===== config.mk =====
export PLATFORM = sky130hd
export DESIGN_NAME = byte_buffer_insert_delete_core
export DESIGN_NICKNAME = d
export VERILOG_FILES = /design/src/hw/rtl/bbid_pkg.sv /design/src/hw/rtl/byte_buffer_insert_delete_core.sv /design/src/hw/rtl/bbid_check.sv
export SDC_FILE = /design/constraint.sdc
export NUM_CORES = 2
export LEC_CHECK = 0
export BUFFER_PORTS_ARGS = -buffer_cell sky130_fd_sc_hd__clkbuf_2
export CELL_PAD_IN_SITES_DETAIL_PLACEMENT = 0
export CELL_PAD_IN_SITES_GLOBAL_PLACEMENT = 2
export CORE_ASPECT_RATIO = 0.8
export CORE_UTILIZATION = 35
export DETAILED_ROUTE_END_ITERATION = 6
export GPL_TIMING_DRIVEN = 0
export PLACE_DENSITY = 0.66
export REMOVE_ABC_BUFFERS = 1
export SLEW_MARGIN = 20
export SYNTH_ARGS = -nofsm -noshare
export SYNTH_HDL_FRONTEND = slang
export SYNTH_SLANG_ARGS = --single-unit

===== constraint.sdc =====
create_clock -name i_clk -period 14.15 [get_ports i_clk]
set_input_delay 2.1225 -clock i_clk [delete_from_list [all_inputs] [get_ports i_clk]]
set_output_delay 2.1225 -clock i_clk [all_outputs]
set_load 0.005 [all_outputs]

===== src/hw/rtl/bbid_pkg.sv =====
// Shared constants, codes and types of the byte buffer insert/delete core.
package bbid_pkg;

    localparam int BUF_DEPTH   = 256;
    localparam int AW          = $clog2(BUF_DEPTH);
    localparam int CNT_W       = $clog2(BUF_DEPTH + 1);
    localparam int POS_W       = 8;
    localparam int BYTE_W      = 8;
    localparam int LEN_W       = 9;
    localparam int MODE_W      = 2;
    localparam int ST_W        = 2;
    localparam int IN_TDATA_W  = 16;
    localparam int OUT_TDATA_W = 24;
    localparam int CMP_W       = (CNT_W > POS_W) ? CNT_W : POS_W;

    typedef enum logic [MODE_W-1:0] {
        MODE_APPEND = 2'd0,
        MODE_INSERT = 2'd1,
        MODE_DELETE = 2'd2,
        MODE_READ   = 2'd3
    } t_mode;

    typedef enum logic [ST_W-1:0] {
        ST_OK    = 2'd0,
        ST_FULL  = 2'd1,
        ST_RANGE = 2'd2,
        ST_EMPTY = 2'd3
    } t_status;

    typedef enum logic [2:0] {
        OP_NONE,
        OP_APPEND,
        OP_INSERT,
        OP_DELETE,
        OP_READ
    } t_op;

    typedef struct packed {
        t_status status;
        t_op     op;
    } t_decision;

    typedef enum logic [2:0] {
        S_IDLE,
        S_INS,
        S_INS_LAST,
        S_DEL,
        S_READ
    } t_state;

endpackage


===== src/hw/rtl/byte_buffer_insert_delete_core.sv =====
// Top level of the byte buffer core: edit sequencer, buffer memory and result register.
//
//  channel  | dir | tdata (low bit up)               | tuser
//  ---------+-----+----------------------------------+---------------
//  s (edit) | in  | position[7:0], data_byte[15:8]   | mode[1:0]
//  m (res)  | out | length[8:0], read_byte[16:9], 0s | status[1:0]
//
// An append, a rejected edit, an insert at the end or a delete of the last byte needs
// no shift; a read waits on the registered read; an insert at p moves bytes p..end up
// and a delete moves those after p down, as the single read port moves one byte a cycle.
// Reset clears the length and the control state only; the memory is not cleared.
// Edits are taken only while the sequencer is idle; a finished result sits in the
// output register, and the next edit is taken while that result is being accepted.
module byte_buffer_insert_delete_core
    import bbid_pkg::*;
(
    input  logic                   i_clk,
    input  logic                   i_rst_n,
    input  logic                   i_s_tvalid,
    output logic                   o_s_tready,
    input  logic [IN_TDATA_W-1:0]  i_s_tdata,   // position[7:0], data_byte[15:8]
    input  logic [MODE_W-1:0]      i_s_tuser,   // mode[1:0]
    output logic                   o_m_tvalid,
    input  logic                   i_m_tready,
    output logic [OUT_TDATA_W-1:0] o_m_tdata,   // length[8:0], read_byte[16:9], zero pad
    output logic [ST_W-1:0]        o_m_tuser    // status[1:0]
);

    t_state             r_state, n_state;
    logic [CNT_W-1:0]   r_fill, n_fill;
    logic [AW-1:0]      r_ptr, n_ptr;
    logic [AW-1:0]      r_pos, n_pos;
    logic [BYTE_W-1:0]  r_byte, n_byte;
    logic               r_out_valid;
    logic [LEN_W-1:0]   r_out_len;
    logic [BYTE_W-1:0]  r_out_rd;
    t_status            r_out_st;

    logic [BYTE_W-1:0]  r_mem [BUF_DEPTH];
    logic [BYTE_W-1:0]  r_rdata;

    t_decision          dec;
    logic               s_ready;
    logic               accept;
    logic [AW-1:0]      pos_a;
    logic [AW-1:0]      fill_a;
    logic [AW-1:0]      last_a;
    logic [BYTE_W-1:0]  in_byte;
    logic [AW-1:0]      rd_addr;
    logic               we;
    logic [AW-1:0]      wa;
    logic [BYTE_W-1:0]  wd;
    logic               load;
    logic [BYTE_W-1:0]  ld_rd;
    t_status            ld_st;

    bbid_check u_check (
        .i_mode     (t_mode'(i_s_tuser)),
        .i_position (i_s_tdata[POS_W-1:0]),
        .i_fill     (r_fill),
        .o_decision (dec)
    );

    assign pos_a   = AW'(i_s_tdata[POS_W-1:0]);
    assign in_byte = i_s_tdata[POS_W +: BYTE_W];
    assign fill_a  = AW'(r_fill);
    assign last_a  = AW'(r_fill - CNT_W'(1));
    assign s_ready = (r_state == S_IDLE) && (!r_out_valid || i_m_tready);
    assign accept  = s_ready && i_s_tvalid;

    always_ff @(posedge i_clk) begin
        if (we) begin
            r_mem[wa] <= wd;
        end
        r_rdata <= r_mem[rd_addr];
    end

    always_ff @(posedge i_clk) begin
        if (!i_rst_n) begin
            r_state     <= S_IDLE;
            r_fill      <= '0;
            r_out_valid <= 1'b0;
        end else begin
            r_state <= n_state;
            r_fill  <= n_fill;
            if (load) begin
                r_out_valid <= 1'b1;
            end else if (i_m_tready) begin
                r_out_valid <= 1'b0;
            end
        end
    end

    always_ff @(posedge i_clk) begin
        r_ptr  <= n_ptr;
        r_pos  <= n_pos;
        r_byte <= n_byte;
        if (load) begin
            r_out_len <= LEN_W'(n_fill);
            r_out_rd  <= ld_rd;
            r_out_st  <= ld_st;
        end
    end

    // Shifts register each read in the read data register ahead of its write, the write address
    // trailing the read address, so the same entry is never read and written in one cycle.
    always_comb begin
        n_state = r_state;
        n_fill  = r_fill;
        n_ptr   = r_ptr;
        n_pos   = r_pos;
        n_byte  = r_byte;
        rd_addr = r_ptr;
        we      = 1'b0;
        wa      = r_ptr;
        wd      = r_rdata;
        load    = 1'b0;
        ld_rd   = '0;
        ld_st   = ST_OK;
        case (r_state)
            S_IDLE: begin
                if (accept) begin
                    case (dec.op)
                        OP_NONE: begin
                            load  = 1'b1;
                            ld_st = dec.status;
                        end
                        OP_APPEND: begin
                            we     = 1'b1;
                            wa     = fill_a;
                            wd     = in_byte;
                            n_fill = r_fill + CNT_W'(1);
                            load   = 1'b1;
                        end
                        OP_INSERT: begin
                            if (pos_a == fill_a) begin
                                we     = 1'b1;
                                wa     = pos_a;
                                wd     = in_byte;
                                n_fill = r_fill + CNT_W'(1);
                                load   = 1'b1;
                            end else begin
                                rd_addr = last_a;
                                n_ptr   = last_a;
                                n_pos   = pos_a;
                                n_byte  = in_byte;
                                n_state = S_INS;
                            end
                        end
                        OP_DELETE: begin
                            if (pos_a == last_a) begin
                                n_fill = r_fill - CNT_W'(1);
                                load   = 1'b1;
                            end else begin
                                rd_addr = pos_a + AW'(1);
                                n_ptr   = pos_a + AW'(1);
                                n_state = S_DEL;
                            end
                        end
                        OP_READ: begin
                            rd_addr = pos_a;
                            n_state = S_READ;
                        end
                        default: begin
                            n_state = S_IDLE;
                        end
                    endcase
                end
            end
            S_INS: begin
                we = 1'b1;
                wa = r_ptr + AW'(1);
                wd = r_rdata;
                if (r_ptr == r_pos) begin
                    n_state = S_INS_LAST;
                end else begin
                    rd_addr = r_ptr - AW'(1);
                    n_ptr   = r_ptr - AW'(1);
                end
            end
            S_INS_LAST: begin
                we      = 1'b1;
                wa      = r_pos;
                wd      = r_byte;
                n_fill  = r_fill + CNT_W'(1);
                load    = 1'b1;
                n_state = S_IDLE;
            end
            S_DEL: begin
                we = 1'b1;
                wa = r_ptr - AW'(1);
                wd = r_rdata;
                if (r_ptr == last_a) begin
                    n_fill  = r_fill - CNT_W'(1);
                    load    = 1'b1;
                    n_state = S_IDLE;
                end else begin
                    rd_addr = r_ptr + AW'(1);
                    n_ptr   = r_ptr + AW'(1);
                end
            end
            S_READ: begin
                load    = 1'b1;
                ld_rd   = r_rdata;
                n_state = S_IDLE;
            end
            default: begin
                n_state = S_IDLE;
            end
        endcase
    end

    assign o_s_tready = s_ready;
    assign o_m_tvalid = r_out_valid;
    assign o_m_tdata  = OUT_TDATA_W'({r_out_rd, r_out_len});
    assign o_m_tuser  = r_out_st;

    a_fill_bound: assert property (@(posedge i_clk) disable iff (!i_rst_n)
        r_fill <= CNT_W'(BUF_DEPTH))
        else $error("buffer length beyond depth");

    a_fill_with_result: assert property (@(posedge i_clk) disable iff (!i_rst_n)
        (r_fill != $past(r_fill)) |-> r_out_valid)
        else $error("length changed without a result");

    a_ins_ptr: assert property (@(posedge i_clk) disable iff (!i_rst_n)
        (r_state == S_INS) |-> (r_ptr >= r_pos && CNT_W'(r_ptr) < r_fill))
        else $error("insert shift pointer outside its span");

    a_del_ptr: assert property (@(posedge i_clk) disable iff (!i_rst_n)
        (r_state == S_DEL) |-> (r_ptr != '0 && CNT_W'(r_ptr) < r_fill))
        else $error("delete shift pointer outside its span");

    a_busy_no_result: assert property (@(posedge i_clk) disable iff (!i_rst_n)
        (r_state == S_INS || r_state == S_DEL || r_state == S_INS_LAST) |-> !r_out_valid)
        else $error("result pending during a shift");

endmodule


===== src/hw/rtl/bbid_check.sv =====
// Bounds and occupancy checks that decide what an edit does.
module bbid_check
    import bbid_pkg::*;
(
    input  t_mode            i_mode,
    input  logic [POS_W-1:0] i_position,
    input  logic [CNT_W-1:0] i_fill,
    output t_decision        o_decision
);

    logic [CMP_W-1:0] pos_ext;
    logic [CMP_W-1:0] fill_ext;
    logic             full;
    logic             empty;

    assign pos_ext  = CMP_W'(i_position);
    assign fill_ext = CMP_W'(i_fill);
    assign full     = (i_fill >= CNT_W'(BUF_DEPTH));
    assign empty    = (i_fill == '0);

    always_comb begin
        o_decision.status = ST_OK;
        o_decision.op     = OP_NONE;
        case (i_mode)
            MODE_APPEND: begin
                if (full) begin
                    o_decision.status = ST_FULL;
                end else begin
                    o_decision.op = OP_APPEND;
                end
            end
            MODE_INSERT: begin
                // A full buffer is reported ahead of a bad position.
                if (full) begin
                    o_decision.status = ST_FULL;
                end else if (pos_ext > fill_ext) begin
                    o_decision.status = ST_RANGE;
                end else begin
                    o_decision.op = OP_INSERT;
                end
            end
            MODE_DELETE: begin
                if (empty) begin
                    o_decision.status = ST_EMPTY;
                end else if (pos_ext >= fill_ext) begin
                    o_decision.status = ST_RANGE;
                end else begin
                    o_decision.op = OP_DELETE;
                end
            end
            MODE_READ: begin
                if (empty) begin
                    o_decision.status = ST_EMPTY;
                end else if (pos_ext >= fill_ext) begin
                    o_decision.status = ST_RANGE;
                end else begin
                    o_decision.op = OP_READ;
                end
            end
            default: begin
                o_decision.op = OP_NONE;
            end
        endcase
    end

endmodule

==> run_results.csv <==
group,metric,value,unit
route,via_count,55100,
timing,slew_violations,0,
route,top_layer_used,"met5",
grt,grt_pass1_vias,52300,
placed_design,io_buffers,42,
synth,netlist_top_cells_area,"edfxtp_1, nand2_1, nand3_1",
pwr,leakagePower,0.0334,µW
setup_path,rr_worst_depth,18,
synth,yosys.area.top_type_share,0.727,
final_layout,nets,6565,
grt,track_usage,0.221,
placed_design,hpwl,182,mm
synth,synth_edf_count,2091,
placed_design,place_ws,3.85,ns
floorplan,die_height,446,µm
cts,insertion_delay,0.88,ns
route,wl_met2,124,mm
route,wl_per_cell,28.0,µm
cts,cts_tree,"built",
setup_path,cp_slowest_cell,"o31ai_1",
route,drtIter0Drc,5932,
synth,syn_area_per_cell,13.4,µm²
grt,grt_overflow_total,0,
placed_design,placedCellCount,9594,
cts,clk_pin_slew,0.06,ns
timing,slew_headroom,0.210,
placed_design,place_area,94500,µm²
timing,grt_setup_unrepaired,"false",
setup_path,critPathLaunchType,"primary input",
timing,clock_skew,0.0681,ns
timing,tightest_slew,1.19,ns
run_status,outcome,"finished clean",
cts,ctsHoldBuffers,0,
synth,yosys_warnings,0,
setup_path,worstReg2RegEnd,"r_rdata[3]",
timing,whs,0.594,ns
timing,finalHoldViolCount,0,
route,met1Wirelength,131,mm
min_path,hold_path_class,"register to register",
setup_path,r2r_start,"r_fill[0]",
timing,post-route-period-util,0.673,
cts,htree_levels,4,
timing,setup_violations,0,
setup_path,ff2ff_setup_slack,4.81,ns
synth,syn_inst,6471,
synth,ys_ff_latch,2112,
setup_path,cpMostUsedCell,"buf_16",
setup_path,worstPathCellList,"clkbuf_2 > ha_1 > a21o_1 > a221o_1 > o21ai_1 > o211a_1 > o2111ai_1 > o211ai_1 > and2_4 > buf_16 > buf_16 > buf_16 > mux2i_1 > a221oi_1 > o21ai_0 > nand4_1 > o31ai_1 > o211ai_1",
cts,cts_resized,0,
setup_path,crit_fanout,52,
setup_path,end_kind,"register",
timing,period_minus_slack,9.53,ns
setup_path,cp_data_required_time,14.74,ns
route,drt_first_pass_iters,5,
synth,synthArstFlopShare,0,
final_layout,syn2layout_area_growth,16.9,%
cts,numCtsBuffers,213,
pwr,power_density,176,nW/µm²
setup_path,cp-startpoint,"i_s_tdata[4]",
grt,grt_pass1_wl,398,mm
timing,setup_tns,0,ns
floorplan,core,244000,µm²
synth,synth_area_leader_cell,"edfxtp_1",
setup_path,slowest_delay,0.92,ns
placed_design,place_congestion,0.820,
cts,cts_root_buffer,"clkbuf_16",
floorplan,initial_core_util,0.353,
synth,seq_area_frac_synth,0.732,
route,vias_per_cell,5.52,
cts,post-cts-setup-buffers,0,
route,drc,0,
grt,grt_max_degree,59,
final_layout,drive_gt1_frac,0.0988,
floorplan,num_io_pins,50,
flow_run,max_cap_violations,0,
final_layout,design_area,101000,µm²
synth,synth_top_flop_cell,"edfxtp_1",
setup_path,arrival,10.12,ns
floorplan,rows,162,
pwr,ir_drop,0.000105,V
route,antenna_left,0,
cts,cts_buffer_depth,4,
setup_path,path_class,"primary input to register",
floorplan,dieArea,249000,µm²
timing,clock.fmax,0.105,GHz
setup_path,endpoint,"r_rdata[3]",
timing,fin_ws,4.62,ns
grt,antenna_found_initial,9,
route,wl,280,mm
cts,cts_sinks,2112,
synth,syn_area,86400,µm²
final_layout,final_cells,9977,
synth,synth.distinct_cells,85,
floorplan,die_w,558,µm
route,dr_wl_met3,19.0,mm
==> cell families (layout without fill, tap and decap cells) <==
family / count (synthesis) / count (layout) / share of synthesized area
flip-flops: 2112 / 2112 / 0.732
buffers and inverters: 479 / 694 / 0.0241
multiplexers: 253 / 253 / 0.0312
AND/OR/NAND/NOR: 2565 / 2565 / 0.128
other: 1 / 12 / 0.0000434
XOR/XNOR: 53 / 53 / 0.00553
adder cells (fa/ha/maj): 14 / 14 / 0.00203
AO/OA/AOI/OAI: 994 / 994 / 0.0775
==> how the worst min path moves through the flow <==
stage | start | endpoint | slack [ns] | cells after the start
after floorplan | r_rdata[0] | r_out_rd[0] | 0.53 | 1
after global placement | r_rdata[7] | r_out_rd[7] | 0.57 | 1
after detailed placement | r_rdata[4] | r_out_rd[4] | 0.57 | 1
after CTS | r_rdata[0] | r_out_rd[0] | 0.59 | 1
after global routing | r_rdata[0] | r_out_rd[0] | 0.62 | 1
final | r_rdata[7] | r_out_rd[7] | 0.59 | 1
==> cell usage in the layout, fill, tap and decap left out, types with 13 or more instances in the layout <==
master | netlist | final
clkbuf_1 | 196 | 45
clkinv_2 | 0 | 35
nor2_1 | 327 | 313
clkbuf_16 | 0 | 215
buf_4 | 19 | 33
o21ai_1 | 16 | 15
mux4_2 | 13 | 13
nor3_1 | 31 | 22
bufinv_16 | 0 | 15
clkinv_1 | 1 | 63
nand2_1 | 1421 | 1404
a221oi_1 | 121 | 121
edfxtp_1 | 2091 | 2091
xnor2_1 | 36 | 36
inv_1 | 22 | 21
nand2_4 | 0 | 14
buf_8 | 0 | 14
a22oi_1 | 99 | 99
a311oi_1 | 29 | 28
nand3_1 | 540 | 539
buf_12 | 0 | 43
buf_16 | 0 | 132
nand4_1 | 97 | 97
a21o_1 | 15 | 15
a21oi_1 | 322 | 322
buf_6 | 1 | 28
clkbuf_2 | 0 | 42
dfxtp_1 | 21 | 21
xor2_1 | 16 | 16
mux2i_1 | 238 | 238
ha_1 | 14 | 14
o22ai_1 | 17 | 16
o211ai_1 | 15 | 15
and3_1 | 56 | 55
a32oi_1 | 80 | 80
a31oi_1 | 51 | 43
and2_1 | 27 | 26
o21ai_0 | 110 | 109
==> state kept, by name, summed over array words and instances, names as in the netlist <==
name / count
r_ptr: 8
o_m_tuser: 2
o_m_tvalid: 1
r_out_rd: 8
r_state: 3
r_mem: 2048
r_rdata: 8
r_fill: 9
r_byte: 8
r_pos: 8
r_out_len: 9
==> metrics by stage <==
step           utilization  power, µW
2_1_floorplan            -      11300
3_3_place_gp         0.363      14700
3_5_place_dp         0.387      12500
4_1_cts              0.413      17900
5_1_grt              0.413      18400
6_report             0.413      17800
==> critical path, delay by kind of cell <==
family | cells | cell delay (ns)
compound gates | 10 | 4.72
simple gates | 2 | 1.22
buf+inv | 4 | 1.18
fa+ha+maj | 1 | 0.41
mux | 1 | 0.35
==> report_power, final <==
part / total, µW / internal, µW / switching [µW]
combinational: 4560 / 1520 / 3030
sequential: 7790 / 7740 / 50.6
clock: 5450 / 3040 / 2410
==> metal layers <==
| layer | vias to the layer above | global-route usage |
|---|---|---|
| met5 | - | 0 |
| met2 | 1890 | 0.333 |
| met4 | 4 | 0.0452 |
| met3 | 327 | 0.0348 |
| met1 | 28300 | 0.336 |
| li1 | 24500 | - |
==> cell type report <==
| type | instances | area [µm²] |
|---|---|---|
| Fill cell | 22500 | 143000 |
| Sequential cell | 2112 | 63200 |
| Antenna cell | 5 | 12.5 |
| Tap cell | 3280 | 4100 |
| Timing Repair Buffer | 292 | 5480 |
| Clock buffer | 260 | 5550 |
| Clock inverter | 118 | 931 |
| Inverter | 24 | 90.1 |
| Multi-Input combinational cell | 3886 | 21600 |
==> cells in the mapped netlist (all sizes together) (36+ instances only) <==
master	count
nand4	97
a21oi	322
mux2i	238
clkbuf	196
a31oi	51
nor2	330
a221oi	122
and3	56
nand3	540
edfxtp	2091
a22oi	99
xnor2	36
buf	259
o21ai	126
a32oi	80
nand2	1421
No activity file was read; power rests on OpenSTA's default activity.
